File: src/ctf_pkg.sv
// types, constants and character classes shared by the csv field tokenizer
`timescale 1ns / 1ps
`default_nettype none

package ctf_pkg;

    localparam int SPACE_DEPTH = 15;
    localparam int CNT_W       = $clog2(SPACE_DEPTH + 1);
    localparam int IDX_W       = (SPACE_DEPTH > 1) ? $clog2(SPACE_DEPTH) : 1;

    localparam logic       FUNC_UNIT = 1'b0;
    localparam logic       FUNC_EOL  = 1'b1;
    localparam logic       KIND_CHAR = 1'b0;
    localparam logic       KIND_EOF  = 1'b1;
    localparam logic [15:0] CH_QUOTE = 16'h0022;
    localparam logic [15:0] CH_COMMA = 16'h002C;

    typedef logic [CNT_W-1:0] cnt_t;
    typedef logic [IDX_W-1:0] idx_t;

    // work item handed from the front to the back
    typedef struct packed {
        logic        is_eof;
        logic [15:0] ch;
        cnt_t        nsp;
        logic        line;
        logic        lost;
    } cmd_t;

    // write port of the held whitespace buffer
    typedef struct packed {
        logic        en;
        idx_t        addr;
        logic [15:0] data;
    } hold_wr_t;

    function automatic logic is_ws(input logic [15:0] c);
        logic r;
        r = (c == 16'h0020) || ((c >= 16'h0009) && (c <= 16'h000D)) ||
            (c == 16'h0085) || (c == 16'h00A0) || (c == 16'h1680) ||
            ((c >= 16'h2000) && (c <= 16'h200A)) ||
            (c == 16'h2028) || (c == 16'h2029) || (c == 16'h202F) ||
            (c == 16'h205F) || (c == 16'h3000);
        return r;
    endfunction

endpackage

`default_nettype wire

File: src/ctf_if.sv
// stream interfaces for text code units and field tokens
`timescale 1ns / 1ps
`default_nettype none

interface ctf_in_if;
    logic        valid;
    logic        ready;
    logic        func;
    logic [15:0] code_unit;

    modport source (output valid, output func, output code_unit, input ready);
    modport sink   (input valid, input func, input code_unit, output ready);
endinterface

interface ctf_out_if;
    logic        valid;
    logic        ready;
    logic        kind;
    logic [15:0] char_out;
    logic        line_done;
    logic        space_lost;
    logic        last;

    modport source (output valid, output kind, output char_out, output line_done,
                    output space_lost, output last, input ready);
    modport sink   (input valid, input kind, input char_out, input line_done,
                    input space_lost, input last, output ready);
endinterface

`default_nettype wire

File: src/ctf_front.sv
// front end: quote tracking, field trimming state and command generation
`timescale 1ns / 1ps
`default_nettype none

module ctf_front (
    input  wire logic              clk,
    input  wire logic              rst_n,
    ctf_in_if.sink                 text,
    input  wire logic              q_full,
    input  wire logic              flush_done,
    output      logic              push,
    output      ctf_pkg::cmd_t     push_cmd,
    output      ctf_pkg::hold_wr_t hold_wr
);

    logic          in_quotes_reg, in_quotes_next;
    logic          quote_pending_reg, quote_pending_next;
    logic          field_started_reg, field_started_next;
    ctf_pkg::cnt_t held_count_reg, held_count_next;
    logic          overflow_seen_reg, overflow_seen_next;
    logic          flush_pending_reg, flush_pending_next;

    logic          fire;
    logic          proc;
    logic          q_eff;
    logic [15:0]   c;

    assign text.ready = !q_full && !flush_pending_reg;
    assign fire       = text.valid && text.ready;
    assign c          = text.code_unit;

    always_comb
    begin
        in_quotes_next     = in_quotes_reg;
        quote_pending_next = quote_pending_reg;
        field_started_next = field_started_reg;
        held_count_next    = held_count_reg;
        overflow_seen_next = overflow_seen_reg;
        flush_pending_next = flush_pending_reg && !flush_done;
        push               = 1'b0;
        push_cmd           = '0;
        hold_wr            = '0;
        proc               = 1'b0;
        q_eff              = in_quotes_reg;
        if (fire)
        begin
            if (text.func == ctf_pkg::FUNC_EOL)
            begin
                push               = 1'b1;
                push_cmd.is_eof    = 1'b1;
                push_cmd.line      = 1'b1;
                push_cmd.lost      = overflow_seen_reg;
                in_quotes_next     = 1'b0;
                quote_pending_next = 1'b0;
                field_started_next = 1'b0;
                held_count_next    = '0;
                overflow_seen_next = 1'b0;
            end
            else
            begin
                proc = 1'b1;
                if (quote_pending_reg)
                begin
                    quote_pending_next = 1'b0;
                    if (c == ctf_pkg::CH_QUOTE)
                    begin
                        // doubled quote gives a literal quote
                        proc               = 1'b0;
                        push               = 1'b1;
                        push_cmd.ch        = ctf_pkg::CH_QUOTE;
                        push_cmd.nsp       = held_count_reg;
                        held_count_next    = '0;
                        field_started_next = 1'b1;
                        flush_pending_next = (held_count_reg != '0);
                    end
                    else
                    begin
                        in_quotes_next = 1'b0;
                        q_eff          = 1'b0;
                    end
                end
                if (proc)
                begin
                    if (c == ctf_pkg::CH_QUOTE)
                    begin
                        if (q_eff)
                            quote_pending_next = 1'b1;
                        else
                            in_quotes_next = 1'b1;
                    end
                    else if ((c == ctf_pkg::CH_COMMA) && !q_eff)
                    begin
                        push               = 1'b1;
                        push_cmd.is_eof    = 1'b1;
                        push_cmd.lost      = overflow_seen_reg;
                        field_started_next = 1'b0;
                        held_count_next    = '0;
                        overflow_seen_next = 1'b0;
                    end
                    else if (ctf_pkg::is_ws(c))
                    begin
                        if (field_started_reg)
                        begin
                            if (held_count_reg < ctf_pkg::CNT_W'(ctf_pkg::SPACE_DEPTH))
                            begin
                                hold_wr.en      = 1'b1;
                                hold_wr.addr    = held_count_reg[ctf_pkg::IDX_W-1:0];
                                hold_wr.data    = c;
                                held_count_next = held_count_reg + 1'b1;
                            end
                            else
                            begin
                                overflow_seen_next = 1'b1;
                            end
                        end
                    end
                    else
                    begin
                        push               = 1'b1;
                        push_cmd.ch        = c;
                        push_cmd.nsp       = held_count_reg;
                        held_count_next    = '0;
                        field_started_next = 1'b1;
                        flush_pending_next = (held_count_reg != '0);
                    end
                end
            end
        end
    end

    always_ff @(posedge clk or negedge rst_n)
    begin
        if (!rst_n)
        begin
            in_quotes_reg     <= 1'b0;
            quote_pending_reg <= 1'b0;
            field_started_reg <= 1'b0;
            held_count_reg    <= '0;
            overflow_seen_reg <= 1'b0;
            flush_pending_reg <= 1'b0;
        end
        else
        begin
            in_quotes_reg     <= in_quotes_next;
            quote_pending_reg <= quote_pending_next;
            field_started_reg <= field_started_next;
            held_count_reg    <= held_count_next;
            overflow_seen_reg <= overflow_seen_next;
            flush_pending_reg <= flush_pending_next;
        end
    end

    a_pending_in_quotes: assert property (@(posedge clk) disable iff (!rst_n)
        quote_pending_reg |-> in_quotes_reg)
        else $error("quote pending outside quoted mode");

    a_held_bound: assert property (@(posedge clk) disable iff (!rst_n)
        held_count_reg <= ctf_pkg::CNT_W'(ctf_pkg::SPACE_DEPTH))
        else $error("held count beyond buffer depth");

    a_held_needs_field: assert property (@(posedge clk) disable iff (!rst_n)
        (held_count_reg != '0) |-> field_started_reg)
        else $error("whitespace held before field start");

    a_no_write_during_flush: assert property (@(posedge clk) disable iff (!rst_n)
        flush_pending_reg |-> !hold_wr.en)
        else $error("held buffer written while a flush is outstanding");

endmodule

`default_nettype wire

File: src/ctf_queue.sv
// two-entry command queue between front and back
`timescale 1ns / 1ps
`default_nettype none

module ctf_queue (
    input  wire logic          clk,
    input  wire logic          rst_n,
    input  wire logic          push,
    input  wire ctf_pkg::cmd_t push_cmd,
    input  wire logic          pop,
    output      logic          full,
    output      logic          head_valid,
    output      ctf_pkg::cmd_t head
);

    ctf_pkg::cmd_t entry_reg [2];
    logic          wr_ptr_reg, wr_ptr_next;
    logic          rd_ptr_reg, rd_ptr_next;
    logic [1:0]    count_reg, count_next;

    assign full       = (count_reg == 2'd2);
    assign head_valid = (count_reg != 2'd0);
    assign head       = entry_reg[rd_ptr_reg];

    always_comb
    begin
        wr_ptr_next = wr_ptr_reg ^ push;
        rd_ptr_next = rd_ptr_reg ^ pop;
        count_next  = count_reg + {1'b0, push} - {1'b0, pop};
    end

    always_ff @(posedge clk)
    begin
        if (push)
            entry_reg[wr_ptr_reg] <= push_cmd;
    end

    always_ff @(posedge clk or negedge rst_n)
    begin
        if (!rst_n)
        begin
            wr_ptr_reg <= 1'b0;
            rd_ptr_reg <= 1'b0;
            count_reg  <= 2'd0;
        end
        else
        begin
            wr_ptr_reg <= wr_ptr_next;
            rd_ptr_reg <= rd_ptr_next;
            count_reg  <= count_next;
        end
    end

    a_no_overflow: assert property (@(posedge clk) disable iff (!rst_n)
        full |-> !push)
        else $error("transfer into a full queue");

    a_no_underflow: assert property (@(posedge clk) disable iff (!rst_n)
        pop |-> head_valid)
        else $error("pop from an empty queue");

    a_count_bound: assert property (@(posedge clk) disable iff (!rst_n)
        count_reg != 2'd3)
        else $error("queue count out of range");

endmodule

`default_nettype wire

File: src/ctf_back.sv
// back end: held whitespace buffer, space flushing and output register
`timescale 1ns / 1ps
`default_nettype none

module ctf_back (
    input  wire logic              clk,
    input  wire logic              rst_n,
    input  wire ctf_pkg::hold_wr_t hold_wr,
    input  wire logic              head_valid,
    input  wire ctf_pkg::cmd_t     head,
    output      logic              pop,
    output      logic              flush_done,
    ctf_out_if.source              tokens
);

    logic [15:0]   held_reg [ctf_pkg::SPACE_DEPTH];
    ctf_pkg::cnt_t idx_reg, idx_next;

    logic          out_valid_reg, out_valid_next;
    logic          kind_reg, kind_next;
    logic [15:0]   char_reg, char_next;
    logic          line_reg, line_next;
    logic          lost_reg, lost_next;
    logic          last_reg, last_next;

    logic          load;
    logic          space_phase;

    assign load        = head_valid && (!out_valid_reg || tokens.ready);
    assign space_phase = (idx_reg < head.nsp);

    always_comb
    begin
        idx_next       = idx_reg;
        out_valid_next = out_valid_reg && !tokens.ready;
        kind_next      = kind_reg;
        char_next      = char_reg;
        line_next      = line_reg;
        lost_next      = lost_reg;
        last_next      = last_reg;
        pop            = 1'b0;
        flush_done     = 1'b0;
        if (load)
        begin
            out_valid_next = 1'b1;
            if (space_phase)
            begin
                kind_next  = ctf_pkg::KIND_CHAR;
                char_next  = held_reg[idx_reg[ctf_pkg::IDX_W-1:0]];
                line_next  = 1'b0;
                lost_next  = 1'b0;
                last_next  = 1'b0;
                idx_next   = idx_reg + 1'b1;
                flush_done = (idx_next == head.nsp);
            end
            else
            begin
                kind_next = head.is_eof ? ctf_pkg::KIND_EOF : ctf_pkg::KIND_CHAR;
                char_next = head.is_eof ? 16'h0000 : head.ch;
                line_next = head.line;
                lost_next = head.lost;
                last_next = 1'b1;
                idx_next  = '0;
                pop       = 1'b1;
            end
        end
    end

    always_ff @(posedge clk)
    begin
        if (hold_wr.en)
            held_reg[hold_wr.addr] <= hold_wr.data;
        kind_reg <= kind_next;
        char_reg <= char_next;
        line_reg <= line_next;
        lost_reg <= lost_next;
        last_reg <= last_next;
    end

    always_ff @(posedge clk or negedge rst_n)
    begin
        if (!rst_n)
        begin
            idx_reg       <= '0;
            out_valid_reg <= 1'b0;
        end
        else
        begin
            idx_reg       <= idx_next;
            out_valid_reg <= out_valid_next;
        end
    end

    assign tokens.valid      = out_valid_reg;
    assign tokens.kind       = kind_reg;
    assign tokens.char_out   = char_reg;
    assign tokens.line_done  = line_reg;
    assign tokens.space_lost = lost_reg;
    assign tokens.last       = last_reg;

    a_idx_needs_head: assert property (@(posedge clk) disable iff (!rst_n)
        (idx_reg != '0) |-> (head_valid && (idx_reg <= head.nsp)))
        else $error("flush index without a matching command");

    a_space_not_last: assert property (@(posedge clk) disable iff (!rst_n)
        (load && space_phase) |=> (out_valid_reg && !last_reg &&
                                   (kind_reg == ctf_pkg::KIND_CHAR)))
        else $error("held space transfer marked last or end of field");

    a_pop_is_last: assert property (@(posedge clk) disable iff (!rst_n)
        pop |=> (out_valid_reg && last_reg))
        else $error("command finished without a last transfer");

    a_flush_no_write: assert property (@(posedge clk) disable iff (!rst_n)
        (head_valid && space_phase) |-> !hold_wr.en)
        else $error("held buffer overwritten during flush");

endmodule

`default_nettype wire

File: src/csv_field_tokenizer.sv
// csv field tokenizer top level: front end, command queue and back end
// an item's first result passes the command queue and then the output register
// throughput: one code unit per cycle while the command queue has room; a character after k
// held spaces gives k+1 results, and input holds off until the back end has read the spaces
// the back end output register delivers one result per cycle while the sink is ready
// reset: asynchronous active low, clears quote, field and queue state; buffer is not cleared
`timescale 1ns / 1ps
`default_nettype none

module csv_field_tokenizer (
    input  wire logic clk,
    input  wire logic rst_n,
    ctf_in_if.sink    text,
    ctf_out_if.source tokens
);

    logic              push;
    ctf_pkg::cmd_t     push_cmd;
    ctf_pkg::hold_wr_t hold_wr;
    logic              q_full;
    logic              head_valid;
    ctf_pkg::cmd_t     head;
    logic              pop;
    logic              flush_done;

    ctf_front u_front (
        .clk        (clk),
        .rst_n      (rst_n),
        .text       (text),
        .q_full     (q_full),
        .flush_done (flush_done),
        .push       (push),
        .push_cmd   (push_cmd),
        .hold_wr    (hold_wr)
    );

    ctf_queue u_queue (
        .clk        (clk),
        .rst_n      (rst_n),
        .push       (push),
        .push_cmd   (push_cmd),
        .pop        (pop),
        .full       (q_full),
        .head_valid (head_valid),
        .head       (head)
    );

    ctf_back u_back (
        .clk        (clk),
        .rst_n      (rst_n),
        .hold_wr    (hold_wr),
        .head_valid (head_valid),
        .head       (head),
        .pop        (pop),
        .flush_done (flush_done),
        .tokens     (tokens)
    );

endmodule

`default_nettype wire
File: src/flat_wrapper.sv
// flat-port wrapper written by rule: the top's interface ports become plain ports
module csv_field_tokenizer_flat 
  (clk, rst_n, text_valid, text_func, text_code_unit, text_ready, tokens_valid, tokens_kind, tokens_char_out, tokens_line_done, tokens_space_lost, tokens_last, tokens_ready);
  ctf_in_if text_i ();
  ctf_out_if tokens_i ();
  input  wire logic clk;
  input  wire logic rst_n;
  input wire logic [$bits(text_i.valid)-1:0] text_valid;
  input wire logic [$bits(text_i.func)-1:0] text_func;
  input wire logic [$bits(text_i.code_unit)-1:0] text_code_unit;
  output wire logic [$bits(text_i.ready)-1:0] text_ready;
  output wire logic [$bits(tokens_i.valid)-1:0] tokens_valid;
  output wire logic [$bits(tokens_i.kind)-1:0] tokens_kind;
  output wire logic [$bits(tokens_i.char_out)-1:0] tokens_char_out;
  output wire logic [$bits(tokens_i.line_done)-1:0] tokens_line_done;
  output wire logic [$bits(tokens_i.space_lost)-1:0] tokens_space_lost;
  output wire logic [$bits(tokens_i.last)-1:0] tokens_last;
  input wire logic [$bits(tokens_i.ready)-1:0] tokens_ready;
  assign text_i.valid = text_valid;
  assign text_i.func = text_func;
  assign text_i.code_unit = text_code_unit;
  assign text_ready = text_i.ready;
  assign tokens_valid = tokens_i.valid;
  assign tokens_kind = tokens_i.kind;
  assign tokens_char_out = tokens_i.char_out;
  assign tokens_line_done = tokens_i.line_done;
  assign tokens_space_lost = tokens_i.space_lost;
  assign tokens_last = tokens_i.last;
  assign tokens_i.ready = tokens_ready;
  csv_field_tokenizer u_core (.clk(clk), .rst_n(rst_n), .text(text_i), .tokens(tokens_i));
endmodule
File: config.mk
export PLATFORM = sky130hd
export DESIGN_NAME = csv_field_tokenizer_flat
export DESIGN_NICKNAME = d
export VERILOG_FILES = /design/src/ctf_pkg.sv /design/src/ctf_if.sv /design/src/ctf_front.sv /design/src/ctf_queue.sv /design/src/ctf_back.sv /design/src/csv_field_tokenizer.sv /design/src/flat_wrapper.sv
export SDC_FILE = /design/constraint.sdc
export NUM_CORES = 1
export LEC_CHECK = 0
export ABC_CLOCK_PERIOD_IN_PS = 3100
export BUFFER_PORTS_ARGS = -buffer_cell sky130_fd_sc_hd__buf_2
export CAP_MARGIN = 30
export CORE_MARGIN = 2
export CORE_UTILIZATION = 45
export CTS_BUF_LIST = sky130_fd_sc_hd__clkbuf_8
export DETAILED_ROUTE_END_ITERATION = 6
export MAX_ROUTING_LAYER = met4
export SLEW_MARGIN = 20
export SYNTH_ARGS = -nofsm -noshare
export SYNTH_HDL_FRONTEND = slang
export SYNTH_SLANG_ARGS = --single-unit
File: constraint.sdc
create_clock -name clk -period 3.1 [get_ports clk]
set_clock_uncertainty 0.15 [all_clocks]
set_input_delay 0.62 -clock clk [delete_from_list [all_inputs] [get_ports clk]]
set_output_delay 0.62 -clock clk [all_outputs]
set_load 0.1 [all_outputs]
# ---- Yosys cells after proc, flatten, opt, wreduce, memory -nomap -nowiden
# Memory sizes are Yosys's and may differ from the RTL's.
# Index checks and enable logic that the tools add are counted.
# Widths: inputs -> output; s select.
dict set report classes {
  eq_ne 15
  mux 91
  n_bitwise 2
  add_sub_neg 4
  reduce_logical 31
  n_lt_le_gt_ge 6
}
# op count
set op_table {}
lappend op_table {{$mux 21} 10}
lappend op_table {{$eq 16x14->1 const B} 5}
lappend op_table {{$mux 1} 63}
lappend op_table {{$mux 20} 3}
lappend op_table {{$eq 16x6->1 const B} 3}
lappend op_table {{$mux 4} 10}
lappend op_table {{$eq 16x8->1 const B} 2}
lappend op_table {{$mux 16} 2}
lappend op_table {{$mux 23} 1}
lappend op_table {{$mux 10} 2}
lappend op_table {{$eq 16x13->1 const B} 1}
lappend op_table {{$ge 16x14->1 const B} 1}
lappend op_table {{$ge 16x4->1 const B} 1}
lappend op_table {{$le 16x14->1 const B} 1}
lappend op_table {{$le 16x4->1 const B} 1}
lappend op_table {{$logic_or 1x1->1} 11}
lappend op_table {{$add 4x1->4 const B} 2}
lappend op_table {{$logic_and 1x1->1} 8}
lappend op_table {{$logic_not 1->1} 6}
lappend op_table {{$reduce_and 6->1} 1}
lappend op_table {{$reduce_bool 3->1} 2}
lappend op_table {{$eq 4x4->1} 1}
lappend op_table {{$lt 4x4->1} 1}
lappend op_table {{$lt 4x4->1 const B} 1}
lappend op_table {{other kinds (8)} 10}
dict set report totals {
  n_memories 2
  regBits 38
  mem_bits_rw 286
}
# memory words word_bits read_ports rd_ports_with_merged_regs write_ports line_no
set mem_list {}
lappend mem_list {u_core.u_back.held_reg 15 16 1 0 1 ctf_back.sv:16} ;# logic [15:0] held_reg [ctf_pkg::SPACE_DEPTH];
lappend mem_list {u_core.u_queue.entry_reg 2 23 1 0 1 ctf_queue.sv:16} ;# ctf_pkg::cmd_t entry_reg [2];

# ---- Longest topological paths before layout
# Gate-level depths: netlist of the first run.
dict set report depth {
  depth_word 20
  mapped_depth 15
  depth_no_buf 11
}

# ---- Cells and area by module
# Synthesis of the first run repeated with hierarchy kept, for this count alone.
dict set report hier_totals {
  hier_cells 848
  hier_area_um2 14009.7
}
# mod cells_each n_inst area_per_inst_um2
set modules_own_cells {}
lappend modules_own_cells {ctf_back 591 1 10780.3}
lappend modules_own_cells {ctf_queue 88 1 1973.1}
lappend modules_own_cells {ctf_front 169 1 1256.2}

# ---- Least setup slack after synthesis of the first run
# No wires, ideal clock.
dict set report synth_timing {
  path_kind {input-to-reg}
  startpoint {in text_code_unit[2]}
  endpoint {mem u_core.u_back.held_reg[3][0] (enable)}
  cell_stages 7
  setup_slack_ps -1046
  required_ps 2520
  setup_ps 430
  arrival_ps 3565
  path_cell_list {buf_6 > or4_4 > o211a_2 > nor3_4 > a2111oi_4 > nand2b_1 > nor4_1}
}
dict set report synth_between {
  elab_chain_len 20
}
# item line_no
set synth_rtl {}
lappend synth_rtl {{from (decl)} flat_wrapper.sv:10} ;# input wire logic [$bits(text_i.code_unit)-1:0] text_code_unit;
lappend synth_rtl {{$ge 16x4->1 or $le 16x4->1 (tied branches)} ctf_pkg.sv:39} ;# r = (c == 16'h0020) || ((c >= 16'h0009) && (c <= 16'h000D)) ||
lappend synth_rtl {{$logic_and 1x1->1} ctf_pkg.sv:39}
lappend synth_rtl {{$logic_or 1x1->1 (2 in a row)} ctf_pkg.sv:39}
lappend synth_rtl {{$logic_or 1x1->1 (3 in a row)} ctf_pkg.sv:40} ;# (c == 16'h0085) || (c == 16'h00A0) || (c == 16'h1680) ||
lappend synth_rtl {{$logic_or 1x1->1} ctf_pkg.sv:41} ;# ((c >= 16'h2000) && (c <= 16'h200A)) ||
lappend synth_rtl {{$logic_or 1x1->1 (3 in a row)} ctf_pkg.sv:42} ;# (c == 16'h2028) || (c == 16'h2029) || (c == 16'h202F) ||
lappend synth_rtl {{$logic_or 1x1->1} ctf_pkg.sv:43} ;# (c == 16'h205F) || (c == 16'h3000);
lappend synth_rtl {{$mux 21} ctf_front.sv:100} ;# else if (ctf_pkg::is_ws(c))
lappend synth_rtl {{$mux 21} ctf_front.sv:91} ;# else if ((c == ctf_pkg::CH_COMMA) && !q_eff)
lappend synth_rtl {{$mux 21} ctf_front.sv:84} ;# if (c == ctf_pkg::CH_QUOTE)
lappend synth_rtl {{$mux 21 (*)} ctf_front.sv:82} ;# if (proc)
lappend synth_rtl {{$mux 21 (*)} ctf_front.sv:47} ;# if (text.func == ctf_pkg::FUNC_EOL)
lappend synth_rtl {{$mux 21 (*)} ctf_front.sv:45} ;# if (fire)
lappend synth_rtl {{$mux 1} ctf_back.sv:71} ;# if (hold_wr.en)
lappend synth_rtl {{$mux 1 (not written as such)} ctf_back.sv:72} ;# held_reg[hold_wr.addr] <= hold_wr.data;
lappend synth_rtl {{to (decl)} ctf_back.sv:16}
# Mark *: on every way between the ends. The rest lies on a longest branch, timed or not. The select of a mux whose other input is x is not followed.

# ---- Final worst setup path of the first run
dict set report layout_timing {
  startpoint {reg u_core.u_queue.rd_ptr_reg}
  endpoint {reg u_core.u_front.flush_pending_reg}
}
dict set report layout_between {
  elab_chain_len 14
}
# item line_no
set layout_rtl {}
lappend layout_rtl {{from (decl)} ctf_queue.sv:18} ;# logic rd_ptr_reg, rd_ptr_next;
lappend layout_rtl {{from (signal assigned)} ctf_queue.sv:49} ;# rd_ptr_reg <= rd_ptr_next;
lappend layout_rtl {{$mem_v2 2x23 (*)} --}
lappend layout_rtl {{$lt 4x4->1 or $eq 4x4->1 (tied branches)} {ctf_back.sv:30, ctf_back.sv:54}}
lappend layout_rtl {{$mux 1 (*)} ctf_back.sv:46} ;# if (space_phase)
lappend layout_rtl {{$mux 1 (*)} ctf_back.sv:43} ;# if (load)
lappend layout_rtl {{$logic_not 1->1 (*)} ctf_front.sv:39} ;# flush_pending_next = flush_pending_reg && !flush_done;
lappend layout_rtl {{$logic_and 1x1->1 (*)} ctf_front.sv:39}
lappend layout_rtl {{$mux 1} ctf_front.sv:65} ;# if (c == ctf_pkg::CH_QUOTE)
lappend layout_rtl {{$mux 1} ctf_front.sv:62} ;# if (quote_pending_reg)
lappend layout_rtl {{$mux 1} ctf_front.sv:100}
lappend layout_rtl {{$mux 1} ctf_front.sv:91}
lappend layout_rtl {{$mux 1} ctf_front.sv:84}
lappend layout_rtl {{$mux 1} ctf_front.sv:82}
lappend layout_rtl {{$mux 1} ctf_front.sv:47}
lappend layout_rtl {{$mux 1 (*)} ctf_front.sv:45}
lappend layout_rtl {{net u_core.u_front.flush_pending_next} ctf_front.sv:21} ;# logic flush_pending_reg, flush_pending_next;
lappend layout_rtl {{to (signal assigned)} ctf_front.sv:149} ;# flush_pending_reg <= flush_pending_next;
lappend layout_rtl {{to (decl)} ctf_front.sv:21}
# Mark *: on every way through the listed nets, which the timed path passes. The rest lies on a longest branch.
# A chain may end at the register's enable or synchronous reset.

==> results of run 1 <==
area by class of cell:
class / count / area [sq um]
sequential: 324 / 9640
tap: 390 / 488
clock inverter: 36 / 146
fill: 2366 / 13500
antenna: 1 / 2.50
timing repair buffer: 95 / 998
multi-input combinational: 426 / 3840
inverter: 15 / 56.3
clock buffer: 57 / 785
worst max-delay path by stage:
stage,endpoint,slack [ns],cells after the start
floorplan,u_core.u_back.held_reg[12][0],0.0009,8
global placement,u_core.u_queue.count_reg[1],0.14,10
detailed placement,u_core.u_back.held_reg[14][8],0.02,8
CTS,u_core.u_front.flush_pending_reg,0.40,8
global route,u_core.u_front.flush_pending_reg,0.23,8
finish,u_core.u_front.flush_pending_reg,0.40,8
kinds of logic (layout without fill, tap and decap cells):
| group | count (synthesis) | in the layout | synth area share |
|---|---|---|---|
| xor gates and xnor gates | 8 | 8 | 0.00523 |
| and+or+nand+nor | 166 | 166 | 0.0721 |
| other | 1 | 61 | 0.000280 |
| adders and majority gates | 11 | 11 | 0.0103 |
| buffers and inverters | 55 | 203 | 0.0178 |
| DFF | 324 | 324 | 0.719 |
| AOI/OAI and AO/OA | 78 | 78 | 0.0382 |
| muxes | 103 | 103 | 0.137 |
worst register-to-register path, stage by stage (launching register included):
cell     delay [ns]
dfrtp_1        0.45
mux2i_1        0.36
ha_1           0.30
a21oi_1        0.18
o21a_1         0.18
buf_4          0.38
and2_1         0.21
nand3_1        0.12
a22o_1         0.26
through the flow:
stage	hold WS (ns)	setup WS (ns)	total power (uW)	util
2_1_floorplan	0.174	0.000943	8920	-
3_3_place_gp	0.328	0.136	10000	0.509
3_5_place_dp	0.339	0.0169	10100	0.509
4_1_cts	0.139	0.398	13400	0.541
5_1_grt	0.180	0.228	13800	0.541
6_report	0.177	0.401	13200	0.541
power by group through the flow:
stage | combinational [uW] | sequential [uW] | clock [uW]
3_5_place_dp | 4510 | 5610 | 0
2_1_floorplan | 2370 | 6560 | 0
3_3_place_gp | 4450 | 5600 | 0
6_report | 4440 | 5530 | 3260
4_1_cts | 4510 | 5530 | 3340
5_1_grt | 4770 | 5570 | 3510
metal layers:
metal  share of wire  vias to the layer above  track usage
met5               0                        -            -
met4           0.026                        0       0.0658
met3           0.061                       59       0.0396
met2            0.49                      198        0.327
met1            0.43                     3781        0.278
li1                -                     3267            -
cell usage in the layout (no fill, tap or decap), types with 10 or more instances in the layout:
cell      count
a21oi_1      10
and2_1       25
and3_1       13
buf_12       31
buf_2        42
buf_4        21
clkbuf_8     57
conb_1       60
dfrtp_1      16
edfxtp_1    306
ha_1         11
inv_1        40
mux2i_1      37
mux4_2       64
nand2_1      52
nor2_1       13
o21ai_0      10
o21ai_1      19
o31ai_1      18
==> summary.txt, run 1 <==
Timing
  – Post-route setup TNS: 0 ns
  – Final period util: 0.871
  – Fmax: around 370 MHz
  – RSZ-0062 raised after global routing: false
  – Hold Fails Final Rpt: 0
  – Slew Viols, Final: 0
  – Slew margin rel.: 0.551
  – Crit path time final: 2.70 ns
  – Worst-margin pin slew: 0.667 ns
  – Final Setup Violations: 0

Setup path
  – Reg-to-Reg End: u_core.u_front.flush_pending_reg
  – CP endpoint kind: flop
  – Delay-heaviest family, CP: compound AO/OA/AOI/OAI gates
  – Crit path cell chain: mux2i_1 -> ha_1 -> a21oi_1 -> o21a_1 -> buf_4 -> and2_1 -> nand3_1 -> a22o_1
  – Reg2reg start: u_core.u_queue.rd_ptr_reg
  – Crit path from: u_core.u_queue.rd_ptr_reg
  – R2R depth: 8
  – CP max-delay cell: dfrtp_1
  – Critical Path Start Type: flop
  – Highest cell delay on the worst timing path: 0.45 ns
  – R2R setup slack: around 0.40 ns
  – CP arrival: 3.00 ns
  – Worst-path maximum fanout: 41
  – Crit path buf inv count: 1
  – Crit Path Class: reg2reg
  – CP Data Required Time: 3.40 ns

Power and ir drop
  – Maximum vdd ir drop: 0.000541 V
  – Psw: 4760 uW
  – Sequential power share: 0.418
  – Clock group share of total power: 0.246
  – Pint: between 8000 and 9000 uW
  – Logic pwr share: 0.336
  – Power density over the cells: 828 nW/um^2
  – Leak pwr: 0.00531 uW
  – Switching part of the total: 0.360

Global route
  – Global-route wire length before repair: 46100 microns
  – Congestion Overflow GR: 0
  – Largest net degree at the start of global routing: 62
  – Number of global-route vias before repair: 7605
  – GRT Total Usage: 0.208
  – Initial antenna violation count: 1

Place
  – Post-DP Area: roughly 15000 sq um
  – Dpl hpwl: a little over 20000 microns
  – RePlAce Congestion: 0.824
  – Placed insts: between 1000 and 1500
  – IO buf count: 42

Floorplanning
  – Starting density of the core: 0.455
  – Core area: between 20000 and 30000 sq um
  – Die area: ~31000 sq um
  – Boundary Pins: 43
  – Die Wd: 177 microns
  – Number of cell rows: 63
  – Die H: 177 microns

Final layout
  – Non-filler cells, final: 1344
  – Synth-to-Final Area Change: 19.1%
  – Max reg flops: 240
  – Layout net count: 946
  – Fraction of layout cells with a size suffix above 1: 0.252
  – Fin area: 16000 sq um

Min path
  – Hold path depth: 3
  – Hold Startpoint: tokens_ready
  – Tightest Hold Check Type: in2reg
  – Hold Path Sink: u_core.u_back.tokens.valid

Yosys
  – Yosys top cell by area: edfxtp_1
  – Synthesized area: 13400 sq um
  – Sequential area share after synthesis: 0.719
  – Synth cell count leaders: edfxtp_1 (306), mux4_2 (64), nand2_1 (52)
  – Netlist cell types: 55
  – Synth area leaders: edfxtp_1 (69%), mux4_2 (11%), dfrtp_1 (3.4%)
  – Seq cells post-synth: 324
  – Most frequent cell after synthesis: edfxtp_1
  – Fraction of registers with async set/reset: 0.0556
  – Mapped Cells: around 750
  – Yosys synthesis warning count: 0
  – Share of the synthesized area in the top cell type: 0.686
  – Top_reg_cell synth: edfxtp_1
  – Mean Syn Cell Area: 18.0 sq um
  – Post-synth EDFFs: 306

Clock tree
  – CTS clk-pin slew, worst paths: 0.06 ns
  – CTS Buffer Depth: 3
  – Cts bufs inserted: between 50 and 60
  – Root buffer cell: clkbuf_8
  – CTS sink count: roughly 320
  – Worst-skew pair later-pin latency: roughly 0.58 ns
  – H-tree depth: 2
  – # hold bufs at CTS: 1
  – Postcts setup bufs: 0
  – Quantity of gates resized following cts: 0
  – CTS tree: built

Detailed routing
  – Post-route DRC: 0
  – DRT iter0 DRCs: 801
  – Vias: between 7000 and 8000
  – Pre-antenna DRT Iters: 5
  – Routed Antenna Nets: 0
  – Wire per inst: ~23 microns
  – Vias/cell: 5.44
  – Final wirelength: 30300 microns

Job
  – # Max-Cap Violations: 0

Status
  – Status: complete, no violations
No activity file was read; power rests on OpenSTA's default activity.
==> inputs of run 2 (changes only) <==
--- a/config.mk
+++ b/config.mk
@@ -12,6 +12,7 @@
 export CORE_UTILIZATION = 45
 export CTS_BUF_LIST = sky130_fd_sc_hd__clkbuf_8
 export DETAILED_ROUTE_END_ITERATION = 6
+export GPL_TIMING_DRIVEN = 0
 export MAX_ROUTING_LAYER = met4
 export SLEW_MARGIN = 20
 export SYNTH_ARGS = -nofsm -noshare
==> run 2 against run 1 <==
Clock power up 4%. Total power up 1.7%. Combinational power is 3% higher. Largest cell class unchanged. Largest power group unchanged.
==> summary.txt, run 2 (same netlist as run 1, synthesis figures left out) <==
Clock tree
  – CTS sink count: 324
  – Worst-skew pair later-pin latency: around 0.58 ns
  – CTS clk-pin slew, worst paths: 0.06 ns
  – CTS Buffer Depth: 3
  – Root buffer cell: clkbuf_8
  – H-tree depth: 2
  – Cts bufs inserted: 51
  – CTS tree: built

Place
  – RePlAce Congestion: 0.790
  – IO buf count: 40
  – Dpl hpwl: just over 20000 microns
  – Pre-CTS setup slack: -0.747 ns
  – Post-DP Area: 14600 sq um
  – Placed insts: 1252

Power and ir drop
  – Pint: approximately 8500 uW
  – Sequential power share: 0.408
  – Logic pwr share: 0.341
  – Power density over the cells: 852 nW/um^2
  – Leak pwr: 0.00522 uW
  – Total power: around 13000 uW
  – Clock group share of total power: 0.251
  – Maximum vdd ir drop: roughly 0.00045 V
  – Switching part of the total: 0.366
  – Psw: 4920 uW

Timing
  – Final period util: 0.952
  – Crit path time final: 2.95 ns
  – Hold Fails Final Rpt: 0
  – Slew Viols, Final: 0
  – Fmax: 339 MHz
  – Slew margin rel.: 0.427
  – Worst-margin pin slew: roughly 0.86 ns
  – Final Setup Violations: 0
  – Final Worst Setup Slack: 0.149 ns

Global route
  – Global-route wire length before repair: between 40000 and 50000 microns
  – Initial antenna violation count: 0
  – Number of global-route vias before repair: about 7300
  – GRT Total Usage: 0.208
  – Congestion Overflow GR: 0
  – Largest net degree at the start of global routing: 24

Floorplanning
  – Die Wd: 177 microns
  – Core area: 29500 sq um
  – Starting density of the core: 0.455
  – Die area: 31200 sq um
  – Die H: between 150 and 200 microns
  – Boundary Pins: 43
  – Number of cell rows: 63

Detailed routing
  – Final wirelength: 30400 microns
  – Vias: 7267
  – Pre-antenna DRT Iters: 6
  – Routed Antenna Nets: 0
  – Vias/cell: between 5 and 6
  – Post-route DRC: 0
  – DRT iter0 DRCs: 659
  – Wire per inst: between 20 and 25 microns

Min path
  – Tightest Hold Check Type: in2reg

Status
  – Status: complete, no violations

Final layout
  – Commonest non-fill, non-tap cell in the layout: edfxtp_1
  – Layout net count: 960
  – Leading cell types in the layout, fill and taps excluded: edfxtp_1 (306), mux4_2 (64), conb_1 (60), clkbuf_8 (53), nand2_1 (52)
  – Final Util: 0.536
  – Non-filler cells, final: 1357
  – Synth-to-Final Area Change: 17.9%
  – Fraction of layout cells with a size suffix above 1: 0.256
  – Fin area: 15800 sq um
  – Max reg flops: 240
  – Diodes inserted: 0

Setup path
  – Crit Path Class: in2reg
  – Critical Path Start Type: input port
  – CP Data Required Time: 3.16 ns
  – CP arrival: 3.01 ns
  – CP endpoint kind: flop
  – Worst-path maximum fanout: 23

Job
  – # Max-Cap Violations: 0
==> run 2: metal layers <==
metal | GRT usage | share of wire | wire [microns] | vias up
li1 | - | - | - | 3292
met3 | 0.0340 | 0.052 | 1590 | 47
met5 | - | 0 | 0 | -
met1 | 0.287 | 0.44 | 13300 | 3726
met4 | 0.0637 | 0.022 | 681 | 0
met2 | 0.322 | 0.49 | 14800 | 202
==> run 2: power groups by stage <==
stage	Clock [uW]	Combinational, uW	Sequential (uW)
floorplan	0	2370	6560
global placement	0	4530	5540
detailed placement	0	4580	5550
CTS	3470	4610	5480
global route	3650	4920	5520
finish	3380	4590	5490
==> run 2: worst max-delay path, cell delays in order <==
cell and delay (ns):
clkbuf_1 0.35, or4_4 0.26, o211a_4 0.17, nor3_4 0.05, a2111oi_2 0.61, a21oi_1 0.19
inv_1 0.14, ha_2 0.61
==> run 2: worst paths after layout <==
check                                           startpoint                               to  slack (ns)  depth (start not counted)
worst max-delay path                     text_code_unit[1]  u_core.u_queue.entry_reg[0][19]        0.15                          8
worst min-delay path                          tokens_ready       u_core.u_back.tokens.valid        0.15                          3
worst max register to register   u_core.u_queue.rd_ptr_reg      u_core.u_queue.count_reg[1]        0.18                         13
worst min register to register  u_core.u_back.tokens.valid       u_core.u_back.tokens.valid        0.34                          2
max in group asynchronous                            rst_n        u_core.u_queue.rd_ptr_reg        2.07                          2
min in group asynchronous                            rst_n         u_core.u_back.idx_reg[1]        0.38                          2
==> run 2: final cells by class <==
cell class                      count  area (sq um)
Fill cell                        2409         13700
Sequential cell                   324          9640
Multi-Input combinational cell    426          3880
Clock buffer                       53           729
Timing Repair Buffer               72           559
Tap cell                          390           488
Clock inverter                     39           219
Buffer                             38           216
Inverter                           15          56.3
==> run 2: timing repair <==
item	4_1_cts	5_1_grt
setup endpoints to repair	146	118
endpoints found under the hold margin	18	0
hold buffers	1	0
buffers inserted	0	13
pin swaps	0	2
gates resized for setup	14	17
==> run 2: metrics by stage <==
| step | setup TNS (ns) | hold WS [ns] |
|---|---|---|
| 6_report | 0 | 0.152 |
| 5_1_grt | -0.00148 | 0.141 |
| 4_1_cts | 0 | 0.128 |
| 3_5_place_dp | -234.96 | 0.325 |
| 3_3_place_gp | -335.04 | 0.328 |
| 2_1_floorplan | 0 | 0.174 |
